<file path="src/design/lsnd_pkg.sv">
`timescale 1ns / 1ps

package lsnd_pkg;

  localparam int unsigned WindowKeep = 4;

  localparam int unsigned ByteW     = 8;
  localparam int unsigned QualityW  = 6;
  localparam int unsigned AngleW    = 15;
  localparam int unsigned DistanceW = 16;

  // 360 degrees in 1/64 degree steps
  localparam logic [AngleW-1:0] FullCircleQ6 = AngleW'(23040);

  typedef logic [ByteW-1:0] byte_t;

  // oldest byte at index 0
  typedef logic [WindowKeep-1:0][ByteW-1:0] window_t;

  typedef struct packed {
    logic                 hit;
    logic                 scan_start;
    logic [QualityW-1:0]  quality;
    logic [AngleW-1:0]    angle_q6;
    logic [DistanceW-1:0] distance_q2;
  } node_t;

endpackage

</file>
<file path="src/design/lsnd_cell.sv">
`timescale 1ns / 1ps

module lsnd_cell (
  input  logic            clk_i,
  input  logic            rst_ni,
  input  logic            shift_i,
  input  logic            clear_i,
  input  lsnd_pkg::byte_t byte_i,
  input  logic            valid_i,
  output lsnd_pkg::byte_t byte_o,
  output logic            valid_o
);
  import lsnd_pkg::*;

  byte_t byte_q, byte_d;
  logic  valid_q, valid_d;

  always_comb begin
    byte_d  = byte_q;
    valid_d = valid_q;
    if (shift_i) begin
      byte_d  = byte_i;
      valid_d = valid_i;
    end
    // a decoded frame empties the whole window
    if (clear_i) begin
      valid_d = 1'b0;
    end
  end

  always_ff @(posedge clk_i or negedge rst_ni) begin
    if (!rst_ni) begin
      valid_q <= 1'b0;
    end else begin
      valid_q <= valid_d;
    end
  end

  always_ff @(posedge clk_i) begin
    byte_q <= byte_d;
  end

  assign byte_o  = byte_q;
  assign valid_o = valid_q;

endmodule

</file>
<file path="src/design/lsnd_check.sv">
`timescale 1ns / 1ps

module lsnd_check (
  input  logic              full_i,
  input  lsnd_pkg::window_t win_i,
  input  lsnd_pkg::byte_t   rx_byte_i,
  output lsnd_pkg::node_t   node_o
);
  import lsnd_pkg::*;

  byte_t             b0, b1, b2, b3;
  logic [AngleW-1:0] raw_angle;

  assign b0 = win_i[0];
  assign b1 = win_i[1];
  assign b2 = win_i[2];
  assign b3 = win_i[3];

  assign raw_angle = {b2, b1[ByteW-1:1]};

  always_comb begin
    node_o.hit         = full_i && (b0[0] != b0[1]) && b1[0];
    node_o.scan_start  = b0[0];
    node_o.quality     = b0[ByteW-1:2];
    // raw stays below twice a full circle, one subtract wraps it
    node_o.angle_q6    = (raw_angle >= FullCircleQ6) ? (raw_angle - FullCircleQ6) : raw_angle;
    node_o.distance_q2 = {rx_byte_i, b3};
  end

endmodule

</file>
<file path="src/design/lidar_scan_node_deframer_unit.sv">
`timescale 1ns / 1ps

// channel  direction  handshake                 payload
// in       input      in_valid_i / in_stall_o   rx_byte_i
// out      output     out_valid_o / out_stall_i new_scan_o, quality_o, angle_q6_o, distance_q2_o
//
// one byte is taken per cycle unless in is stalled; every byte shifts the four-cell window by one
// a node comes out in the cycle after its fifth byte is taken, from the output register
// the input stalls only while a node waits in the output register and out is stalled
// reset empties the window and the output register

module lidar_scan_node_deframer_unit (
  input  logic                           clk_i,
  input  logic                           rst_ni,
  input  logic                           in_valid_i,
  output logic                           in_stall_o,
  input  lsnd_pkg::byte_t                rx_byte_i,
  output logic                           out_valid_o,
  input  logic                           out_stall_i,
  output logic                           new_scan_o,
  output logic [lsnd_pkg::QualityW-1:0]  quality_o,
  output logic [lsnd_pkg::AngleW-1:0]    angle_q6_o,
  output logic [lsnd_pkg::DistanceW-1:0] distance_q2_o
);
  import lsnd_pkg::*;

  window_t               win;
  logic [WindowKeep-1:0] win_vld;
  logic                  in_acc;
  node_t                 node;

  logic                 out_valid_q, out_valid_d;
  logic                 new_scan_q;
  logic [QualityW-1:0]  quality_q;
  logic [AngleW-1:0]    angle_q;
  logic [DistanceW-1:0] distance_q;

  assign in_stall_o = out_valid_q && out_stall_i;
  assign in_acc     = in_valid_i && !in_stall_o;

  for (genvar i = 0; i < WindowKeep; i++) begin : g_cell
    if (i == WindowKeep - 1) begin : g_tail
      lsnd_cell u_cell (
        .clk_i   (clk_i),
        .rst_ni  (rst_ni),
        .shift_i (in_acc),
        .clear_i (in_acc && node.hit),
        .byte_i  (rx_byte_i),
        .valid_i (1'b1),
        .byte_o  (win[i]),
        .valid_o (win_vld[i])
      );
    end else begin : g_body
      lsnd_cell u_cell (
        .clk_i   (clk_i),
        .rst_ni  (rst_ni),
        .shift_i (in_acc),
        .clear_i (in_acc && node.hit),
        .byte_i  (win[i+1]),
        .valid_i (win_vld[i+1]),
        .byte_o  (win[i]),
        .valid_o (win_vld[i])
      );
    end
  end

  // oldest cell holds a byte only once the window is full
  lsnd_check u_check (
    .full_i    (win_vld[0]),
    .win_i     (win),
    .rx_byte_i (rx_byte_i),
    .node_o    (node)
  );

  always_comb begin
    out_valid_d = out_valid_q;
    if (out_valid_q && !out_stall_i) begin
      out_valid_d = 1'b0;
    end
    if (in_acc && node.hit) begin
      out_valid_d = 1'b1;
    end
  end

  always_ff @(posedge clk_i or negedge rst_ni) begin
    if (!rst_ni) begin
      out_valid_q <= 1'b0;
    end else begin
      out_valid_q <= out_valid_d;
    end
  end

  always_ff @(posedge clk_i) begin
    if (in_acc && node.hit) begin
      new_scan_q <= node.scan_start;
      quality_q  <= node.quality;
      angle_q    <= node.angle_q6;
      distance_q <= node.distance_q2;
    end
  end

  assign out_valid_o   = out_valid_q;
  assign new_scan_o    = new_scan_q;
  assign quality_o     = quality_q;
  assign angle_q6_o    = angle_q;
  assign distance_q2_o = distance_q;

`ifndef SYNTHESIS
  a_angle_wrapped: assert property (@(posedge clk_i) disable iff (!rst_ni)
    out_valid_o |-> (angle_q6_o < FullCircleQ6))
    else $error("angle not wrapped below a full circle");

  a_no_hit_before_full: assert property (@(posedge clk_i) disable iff (!rst_ni)
    !win_vld[0] |-> !node.hit)
    else $error("frame decoded from a partial window");

  a_hit_empties: assert property (@(posedge clk_i) disable iff (!rst_ni)
    (in_acc && node.hit) |=> (out_valid_o && (win_vld == '0)))
    else $error("decoded frame did not empty window or raise output");

  a_full_stalls: assert property (@(posedge clk_i) disable iff (!rst_ni)
    (out_valid_o && out_stall_i) |-> in_stall_o)
    else $error("byte taken while output register blocked");
`endif

endmodule
</file>
<file path="config.mk">
export PLATFORM = sky130hd
export DESIGN_NAME = lidar_scan_node_deframer_unit
export DESIGN_NICKNAME = d
export VERILOG_FILES = /design/src/design/lsnd_pkg.sv /design/src/design/lsnd_cell.sv /design/src/design/lsnd_check.sv /design/src/design/lidar_scan_node_deframer_unit.sv
export SDC_FILE = /design/constraint.sdc
export NUM_CORES = 1
export LEC_CHECK = 0
export BUFFER_PORTS_ARGS = -buffer_cell sky130_fd_sc_hd__buf_2
export CAP_MARGIN = 0
export CORE_MARGIN = 1.5
export CORE_UTILIZATION = 45
export DETAILED_ROUTE_END_ITERATION = 7
export GPL_TIMING_DRIVEN = 0
export PLACE_DENSITY_LB_ADDON = 0.08
export SLEW_MARGIN = 20
export SYNTH_ARGS = -nofsm -noshare
export SYNTH_HDL_FRONTEND = slang
export SYNTH_SLANG_ARGS = --single-unit
</file>
<file path="constraint.sdc">
create_clock -name clk_i -period 6.2 [get_ports clk_i]
set_input_delay 1.24 -clock clk_i [delete_from_list [all_inputs] [get_ports clk_i]]
set_output_delay 1.24 -clock clk_i [all_outputs]
set_load 0.05 [all_outputs]
</file>
==> flow_summary.json, run 1 <==
{
  "antennaDiodeCount": 0,
  "yosys-top-cells-count": "edfxtp_1 (70), nand2_1 (9), inv_1 (6), o21ai_0 (6), dfrtp_1 (5)",
  "p_seq_share_pct": 59.8,
  "p_clk_share_pct": 33.1,
  "core_mm2": 0.00520,
  "setup.worst_path.end_class": "output pin",
  "gp_congestion": 0.651,
  "setup_tns_ns": 0,
  "grt_pass1_wl_um": 5660,
  "grt_max_degree": 37,
  "syn_nets": 131,
  "die_w_um": 77.3,
  "drc_errors": 0,
  "synthesis.area_mm2": 0.00249,
  "start_kind": "input port",
  "die_y_um": 77.3,
  "rsz0062_at_grt": "no",
  "finalMaxSlewViolations": 0,
  "leakagePower_uw": 0.00115,
  "place_area_mm2": 0.00286,
  "cts_sinks": 75,
  "p_sw_uw": 221,
  "grt_pass1_vias": 1236,
  "hold_viol": 0,
  "ys_warn_count": 0,
  "slew_headroom_pct": 52.0,
  "power_per_cell_area_mw_per_mm2": 332,
  "rr_startpoint": "out_valid_o",
  "io_buffers": 51,
  "crit_arrival_ns": 1.67,
  "worst_pin_slew_ns": 0.719,
  "grt_use_total_pct": 13.1,
  "grt_overflow": 0,
  "r2r_slack_ns": 4.47,
  "synth_edf_count": 70,
  "clk_latency_ns": 0.33,
  "drtPass1Iterations": 3,
  "timing.final.crit_share_pct": 47.0,
  "post_drt_via_cell_ratio": 4.64,
  "postCtsSetupBuffers": 0,
  "clk_path_buf_depth": 2,
  "hpwl_um": 2280,
  "cell_internal_pwr_uw": 789,
  "status": "completed",
  "syn2layout_area_growth_pct": 22.2,
  "cts_hold_buf": 0,
  "p_total_uw": 1010,
  "yosysSeqAreaShare_pct": 89.6,
  "worst_ep_required_time_ns": 4.96,
  "dieArea_mm2": 0.00598,
  "maxCapViolCount": 0,
  "cts_resized": 0,
  "switching_share_pct": 21.9,
  "finalClockSkew_ns": 0.00769,
  "synth_most_common_cell": "edfxtp_1",
  "cts_tree": "yes",
  "routed_wl_um": 3460,
  "period_needed_ns": 2.91,
  "crit_fanout": 2,
  "design_area_mm2": 0.00304,
  "final-setup-viol-count": 0,
  "std_cell_rows": 26,
  "synth-seq-cells": 75,
  "ant_nets": 0,
  "pwr-share-comb_pct": 7.1,
  "clockRootBuffer": "clkbuf_8",
  "critPathKind": "in2out",
  "dp_cells": 240,
  "async_flop_share_pct": 6.67,
  "syn_inst": 118,
  "synth_top_cell_by_area": "edfxtp_1",
  "vdd_drop_max_uv": 158,
  "instances_no_fill": 255,
  "drive_above_1_share_pct": 37.3,
  "wl_per_cell_um": 13.6,
  "crit-reg2reg-capture": "distance_q2_o[4]",
  "antenna_found_initial": 0,
  "ys_top_cells_by_area": "edfxtp_1 (85%), dfrtp_1 (5.0%), nand2_1 (1.4%)",
  "initial_utilization_pct": 47.8,
  "io_pins": 52,
  "drt_iter0_markers": 118,
  "fmax_ghz": 0.343,
  "postLayoutCoreUtil_pct": 58.4,
  "vias": 1184,
  "htree_levels": 3,
  "nNetsFinal": 194,
  "rr_worst_depth": 4,
  "min_path_type": "reg2reg",
  "crit_end": "in_stall_o",
  "synth.top_cell.area_share_pct": 84.5,
  "cts_buffers": 9,
  "startpoint": "out_stall_i",
  "clk_pin_slew_ns": 0.07,
  "ys.flop_type": "edfxtp_1",
  "syn_avg_cell_area_um2": 21.1,
  "synth_cell_types": 21
}
-- power groups by stage --
stage          Clock, uW  Combinational, uW  Sequential, uW
6_report             334               72.0             604
5_1_grt              364               78.3             607
4_1_cts              343               73.4             604
3_5_place_dp           0               73.5             615
3_3_place_gp           0               68.9             614
2_1_floorplan          0               24.4             639
-- area by class of cell --
class	count	area, um^2
clock buffer	11	131
clock inverter	4	42.5
fill	397	2170
inverter	6	22.5
multi-input combinational	37	244
sequential	75	2230
tap	70	87.6
timing repair buffer	52	283
-- how the worst min path moves through the flow --
stage | from | end | slack, ns | depth (start not counted)
after floorplan | g_cell[0].g_body.u_cell.byte_o[2] | quality_o[0] | 0.40 | 0
after global placement | g_cell[0].g_body.u_cell.byte_o[3] | quality_o[1] | 0.40 | 0
after detailed placement | g_cell[0].g_body.u_cell.byte_o[2] | quality_o[0] | 0.41 | 0
after CTS | g_cell[0].g_body.u_cell.byte_o[2] | quality_o[0] | 0.42 | 0
after global routing | g_cell[0].g_body.u_cell.byte_o[2] | quality_o[0] | 0.43 | 0
final | g_cell[0].g_body.u_cell.byte_o[2] | quality_o[0] | 0.42 | 0
-- metal layers --
layer,wire length (um),track usage (%),vias to the layer above
li1,-,-,575
met1,1460,14.6,565
met2,1720,20.2,37
met3,212,5.88,7
met4,68,8.73,0
met5,0,0,-
-- worst max-delay path: stages --
cell and delay, ns:
buf_2 0.07, nand2_1 0.05, inv_1 0.06, buf_2 0.25
-- cells by family (layout without fill, tap and decap cells) --
family          Yosys count  in the layout  synth area share, %
compound gates           11             11                 2.42
mux                       1              1                0.403
fa+ha+maj                 1              1                0.503
simple gates             20             20                 4.78
buf+inv                   6             73                0.906
xor+xnor                  4              4                 1.41
flops                    75             75                 89.6
-- flip-flops by register name (all words and copies together) (netlist names) --
name	cells
out_valid_o	1
g_cell.g_body.u_cell.byte_o	24
g_cell.g_body.u_cell.valid_o	3
g_cell.g_tail.u_cell.byte_o	8
quality_o	6
distance_q2_o	16
angle_q6_o	15
g_cell.g_tail.u_cell.valid_o	1
new_scan_o	1
-- stage by stage --
stage,hold slack (ns),worst slack [ns]
2_1_floorplan,0.400,2.56
3_3_place_gp,0.401,1.73
3_5_place_dp,0.405,3.28
4_1_cts,0.421,3.28
5_1_grt,0.426,3.24
6_report,0.420,3.29
-- layout by cell type, fill, tap and decap left out, types with 2 or more instances in the layout --
cell type	netlist	layout
nand2_1	9	9
xnor2_1	3	3
clkinv_1	0	2
clkbuf_8	0	9
dfrtp_1	5	5
buf_2	0	51
nor4b_2	2	2
edfxtp_1	70	70
a21oi_1	2	2
o21ai_0	6	6
nor2_1	3	2
clkbuf_1	0	2
inv_1	6	5
(Power assumes the default switching activity.)
==> run 2: changes to the inputs <==
==> constraint.sdc (replaced) <==
create_clock -name clk_i -period 2.5 [get_ports clk_i]
set_input_delay 0.5 -clock clk_i [delete_from_list [all_inputs] [get_ports clk_i]]
set_output_delay 0.5 -clock clk_i [all_outputs]
set_load 0.05 [all_outputs]
==> flow_summary.json, run 2 (same netlist as run 1, synthesis figures left out) <==
{
  "ant_nets": 0,
  "final-setup-viol-count": 0,
  "timing.hold.ws_ns": 0.361,
  "drtPass1Iterations": 4,
  "largest_register_ffs": 24,
  "slew_headroom_pct": 51.1,
  "design_area_mm2": 0.00308,
  "grt_overflow": 0,
  "hold_start": "rx_byte_i[7]",
  "cts_buffers": 9,
  "die_y_um": 77.3,
  "io_buffers": 51,
  "hold_viol": 0,
  "vias": 1192,
  "crit-reg2reg-capture": "distance_q2_o[12]",
  "drc_errors": 0,
  "clk_latency_ns": 0.33,
  "io_pins": 52,
  "hpwl_um": 2320,
  "cts_sinks": 75,
  "leakagePower_uw": 0.00116,
  "finalClockSkew_ns": 0.00693,
  "nNetsFinal": 195,
  "finalMaxSlewViolations": 0,
  "crit_fanout": 22,
  "post_drt_via_cell_ratio": 4.64,
  "vdd_drop_max_uv": 472,
  "worst_pin_slew_ns": 0.732,
  "final_common_cell": "edfxtp_1",
  "dp_slack_ns": 0.540,
  "postCtsSetupBuffers": 0,
  "drive_above_1_share_pct": 37.4,
  "cts_tree": "yes",
  "htree_levels": 3,
  "fmax_ghz": 0.568,
  "layout_setup_ws_ns": 0.739,
  "syn2layout_area_growth_pct": 23.9,
  "critPathMaxStageDelay_ns": 0.51,
  "min_path_type": "in2reg",
  "worst_ep_required_time_ns": 2.53,
  "core_mm2": 0.00520,
  "grt_pass1_wl_um": 5900,
  "gp_congestion": 0.753,
  "start_kind": "flop",
  "cts_hold_buf": 1,
  "rr_startpoint": "g_cell[0].g_body.u_cell.byte_o[0]",
  "cts_resized": 0,
  "std_cell_rows": 26,
  "clk_pin_slew_ns": 0.07,
  "fillers": 428,
  "crit_chain": "xor2_1 > nand3_1 > nor2_4 > buf_16",
  "r2r_slack_ns": 0.74,
  "clockRootBuffer": "clkbuf_8",
  "period_needed_ns": 1.76,
  "grt_use_total_pct": 13.4,
  "maxCapViolCount": 0,
  "initial_utilization_pct": 47.8,
  "status": "completed",
  "critPathKind": "reg2reg",
  "antennaDiodeCount": 0,
  "grt_pass1_vias": 1300,
  "dieArea_mm2": 0.00598,
  "timing.final.crit_share_pct": 70.4,
  "rsz0062_at_grt": "no",
  "grt_max_degree": 37,
  "whs_path_depth": 1,
  "power_per_cell_area_mw_per_mm2": 851,
  "antenna_found_initial": 0,
  "die_w_um": 77.3,
  "holdPathEnd": "g_cell[3].g_tail.u_cell.byte_o[7]",
  "setup.worst_path.end_class": "flop",
  "place_area_mm2": 0.00286,
  "clk_path_buf_depth": 2,
  "drt_iter0_markers": 95,
  "crit_slowest_cell": "nor2_4",
  "wl_per_cell_um": 13.6,
  "routed_wl_um": 3500,
  "dp_cells": 240,
  "most-common-layout-cells": "edfxtp_1 (70), buf_2 (51), nand2_1 (9), clkbuf_8 (9), o21ai_0 (6)",
  "rr_worst_depth": 4,
  "instances_no_fill": 257,
  "crit_arrival_ns": 1.79
}
run 2: cell count changes in the layout (fill, tap and decap cells not counted):
cell / previous run / this run
clkinv_2: 1 / 0
clkinvlp_4: 0 / 1
clkinv_1: 2 / 4
clkbuf_1: 2 / 0
bufinv_16: 1 / 2
dlygate4sd3_1: 0 / 1
run 2: report_power, final:
part           internal, uW  total (uW)  switching [uW]
Combinational          47.1         183             136
Sequential             1460        1500            34.6
Clock                   548         943             394
Total                  2060        2620             565
run 2: stage by stage:
| stage | TNS [ns] | utilization [%] | total power, uW |
|---|---|---|---|
| 2_1_floorplan | 0 | - | 1640 |
| 3_3_place_gp | -8.37 | 54.4 | 1690 |
| 3_5_place_dp | 0 | 55.0 | 1710 |
| 4_1_cts | 0 | 59.2 | 2650 |
| 5_1_grt | 0 | 59.2 | 2720 |
| 6_report | 0 | 59.2 | 2620 |
run 2: how the worst max path moves through the flow:
stage | from | end | slack (ns) | depth (start not counted)
floorplan | out_valid_o | angle_q6_o[0] | 0.17 | 3
finish | g_cell[0].g_body.u_cell.byte_o[0] | distance_q2_o[12] | 0.74 | 4
global placement | out_stall_i | g_cell[0].g_body.u_cell.valid_o | -0.24 | 5
CTS | g_cell[0].g_body.u_cell.byte_o[0] | angle_q6_o[11] | 0.72 | 4
global route | out_valid_o | g_cell[0].g_body.u_cell.valid_o | 0.59 | 5
detailed placement | out_stall_i | distance_q2_o[12] | 0.54 | 5
run 2: final cells by class:
class / count / area (um^2) / share of cell area, %
flip-flops and latches: 75 / 2230 / 72.3
repair buffers: 53 / 293 / 9.50
multi-input cells: 37 / 244 / 7.92
clock buffers: 9 / 124 / 4.02
well taps: 70 / 87.6 / 2.84
clock inverters: 7 / 82.6 / 2.68
inverters: 6 / 22.5 / 0.731
run 2: routing by layer:
layer  track usage (%)  up-vias  part of all wire (%)
li1                  -      575                     -
met1              14.3      573                    40
met2              22.0       38                    52
met3              4.82        6                   6.3
met4              9.27        0                   1.6
met5                 0        -                     0
run 2: worst max-delay path: cells and delay by family, from the launching register on:
kind / cells / cell delay, ns
simple gates: 2 / 0.64
flops: 1 / 0.41
buf+inv: 1 / 0.24
xor+xnor: 1 / 0.16
==> run 3: changes to the inputs <==
--- a/config.mk
+++ b/config.mk
@@ -5,6 +5,7 @@
 export SDC_FILE = /design/constraint.sdc
 export NUM_CORES = 1
 export LEC_CHECK = 0
+export ABC_AREA = 1
 export BUFFER_PORTS_ARGS = -buffer_cell sky130_fd_sc_hd__buf_2
 export CAP_MARGIN = 0
 export CORE_MARGIN = 1.5
==> constraint.sdc (replaced) <==
create_clock -name clk_i -period 1.8 [get_ports clk_i]
set_input_delay 0.36 -clock clk_i [delete_from_list [all_inputs] [get_ports clk_i]]
set_output_delay 0.36 -clock clk_i [all_outputs]
set_load 0.05 [all_outputs]
==> flow_summary.json, run 3 <==
{
  "postLayoutCoreUtil_pct": 58.6,
  "routed_wl_um": 3950,
  "finalMaxSlewViolations": 0,
  "critPathKind": "reg2reg",
  "cp.buffers_inverters": 1,
  "antenna_found_initial": 0,
  "synth-seq-cells": 75,
  "async_flop_share_pct": 6.67,
  "grt_max_degree": 20,
  "grt_pass1_wl_um": 6140,
  "vdd_drop_max_uv": 597,
  "setup.worst_path.end_class": "flop",
  "cts_sinks": 75,
  "final-setup-viol-count": 0,
  "synth_compound_area_share_pct": 0.193,
  "ant_nets": 0,
  "antennaDiodeCount": 0,
  "drtPass1Iterations": 4,
  "syn_avg_cell_area_um2": 17.5,
  "crit_chain": "nand2_2 > clkinvlp_4 > nor2_2",
  "synth_xor_xnor_area_share_pct": 1.35,
  "ys.flop_type": "edfxtp_1",
  "post_drt_via_cell_ratio": 4.77,
  "ys_warn_count": 0,
  "synth_edf_count": 70,
  "synth_cell_types": 17,
  "wl_per_cell_um": 13.5,
  "power_per_cell_area_mw_per_mm2": 1150,
  "largest_register_ffs": 24,
  "drc_errors": 0,
  "clk_path_buf_depth": 2,
  "gp_congestion": 0.781,
  "clk_pin_slew_ns": 0.07,
  "timing.final.crit_share_pct": 92.7,
  "nNetsFinal": 229,
  "die_w_um": 78.9,
  "worst_pin_slew_ns": 0.843,
  "dp_cells": 271,
  "cts_tree": "yes",
  "drive_above_1_share_pct": 37.6,
  "rsz0062_at_grt": "no",
  "hold_viol": 0,
  "synthAdderAreaFrac_pct": 0.483,
  "vias": 1399,
  "core_mm2": 0.00554,
  "yosys-top-cells-count": "edfxtp_1 (70), nand2_1 (31), nand3_1 (12)",
  "synth_most_common_cell": "edfxtp_1",
  "finalClockSkew_ns": 0.00803,
  "grt_pass1_vias": 1357,
  "instances_no_fill": 293,
  "maxCapViolCount": 0,
  "grt_use_total_pct": 13.9,
  "ys_top_cells_by_area": "edfxtp_1 (81%), dfrtp_1 (4.8%), nand2_1 (4.5%)",
  "synth_top_family_by_area": "simple AND/OR/NAND/NOR gates",
  "crit_slowest_cell": "nor2_2",
  "slew_headroom_pct": 43.7,
  "leakagePower_uw": 0.00128,
  "initial_utilization_pct": 46.8,
  "clockRootBuffer": "clkbuf_8",
  "critPathMaxStageDelay_ns": 0.67,
  "io_pins": 52,
  "synth.top_cell.area_share_pct": 81.1,
  "clk_latency_ns": 0.33,
  "std_cell_rows": 27,
  "die_y_um": 78.9,
  "p_total_uw": 3730,
  "grt_overflow": 0,
  "htree_levels": 3,
  "min_path_type": "in2reg",
  "dieArea_mm2": 0.00623,
  "synthesis.area_mm2": 0.00259,
  "most-common-layout-cells": "edfxtp_1 (70), buf_2 (51), nand2_1 (30)",
  "final_common_cell": "edfxtp_1",
  "period_needed_ns": 1.67,
  "start_kind": "flop",
  "crit_arrival_ns": 1.63,
  "syn_nets": 161,
  "crit_fanout": 18,
  "yosysSeqAreaShare_pct": 85.9,
  "fmax_ghz": 0.599,
  "hpwl_um": 2360,
  "muxShareOfSynthArea_pct": 0,
  "syn_inst": 148,
  "io_buffers": 51,
  "worst_ep_required_time_ns": 1.76,
  "synth_simple_gate_area_share_pct": 10.8,
  "status": "completed",
  "syn2layout_area_growth_pct": 25.2,
  "cpLargestDelayFamily": "simple AND/OR/NAND/NOR gates",
  "synth_top_cell_by_area": "edfxtp_1",
  "drt_iter0_markers": 98,
  "cts_buffers": 9
}
## run 3: cell count changes in the layout (fill, tap and decap cells not counted), sizes merged, moves of 3 or more
cell / delta
clkinv: -3
nor2: +8
nand3: +11
nand2: +27
o21ai: -6
clkbuf: +5
## run 3: worst reg2reg max path, cell delays in order (launching register included)
cell and delay (ns):
dfrtp_2 0.41, nand2_2 0.09, clkinvlp_4 0.14, nor2_2 0.67
## run 3: worst paths after layout
| kind | from | endpoint | slack (ns) | depth (start not counted) |
|---|---|---|---|---|
| max in group asynchronous | rst_ni | out_valid_o | 1.29 | 2 |
| worst max register to register | out_valid_o | g_cell[2].g_body.u_cell.byte_o[1] | 0.13 | 3 |
| worst min-delay path | rx_byte_i[6] | distance_q2_o[14] | 0.22 | 1 |
| min in group asynchronous | rst_ni | g_cell[0].g_body.u_cell.valid_o | 0.37 | 2 |
| worst min register to register | g_cell[0].g_body.u_cell.byte_o[5] | quality_o[3] | 0.42 | 0 |
| worst max-delay path | out_valid_o | g_cell[2].g_body.u_cell.byte_o[1] | 0.13 | 3 |
## run 3: per-layer routing
layer  GRT usage (%)  routed length [um]  vias up
met1            16.0                1630      657
met5               0                   0        -
met4            10.5                 132        0
met3            3.68                 249       12
li1                -                   -      667
met2            22.1                1940       63
## run 3: kinds of logic after synthesis
logic type                 count (synthesis)
AOI/OAI and AO/OA                          1
xor gates and xnor gates                   4
adders and majority gates                  1
buffers and inverters                      9
DFF                                       75
and+or+nand+nor                           58
## run 3: per-stage QoR
stage               setup TNS, ns  cell area (um^2)  worst slack, ns  hold slack (ns)
floorplan                  -40.64              2610           -0.929           0.0644
global placement           -42.55              2960            -1.06            0.171
detailed placement         -45.32              2960            -1.12            0.178
CTS                             0              3230           0.0264            0.199
global route                    0              3250           0.0151            0.199
finish                          0              3250            0.131            0.216
## run 3: what timing repair did
action,in CTS,in global routing
endpoints found under the setup margin,62,19
gates cloned,2,0
pin swaps,2,1
endpoints found under the hold margin,5,0
gates resized for setup,1,0
hold buffers,1,0
buffers inserted,2,1
## run 3: cell type report
type	instances	area, um^2
Sequential cell	75	2230
Fill cell	462	2290
Tap cell	72	90.1
Clock inverter	2	60.1
Clock buffer	14	153
Timing Repair Buffer	55	313
Multi-Input combinational cell	66	364
Inverter	9	37.5
## run 3: where the power goes
group | leakage [uW] | switching [uW] | total [uW] | internal [uW]
Clock | 0.000105 | 535 | 1360 | 822
Sequential | 0.000716 | 51.1 | 2080 | 2030
Combinational | 0.000455 | 216 | 295 | 79.0
Total | 0.00128 | 802 | 3730 | 2930
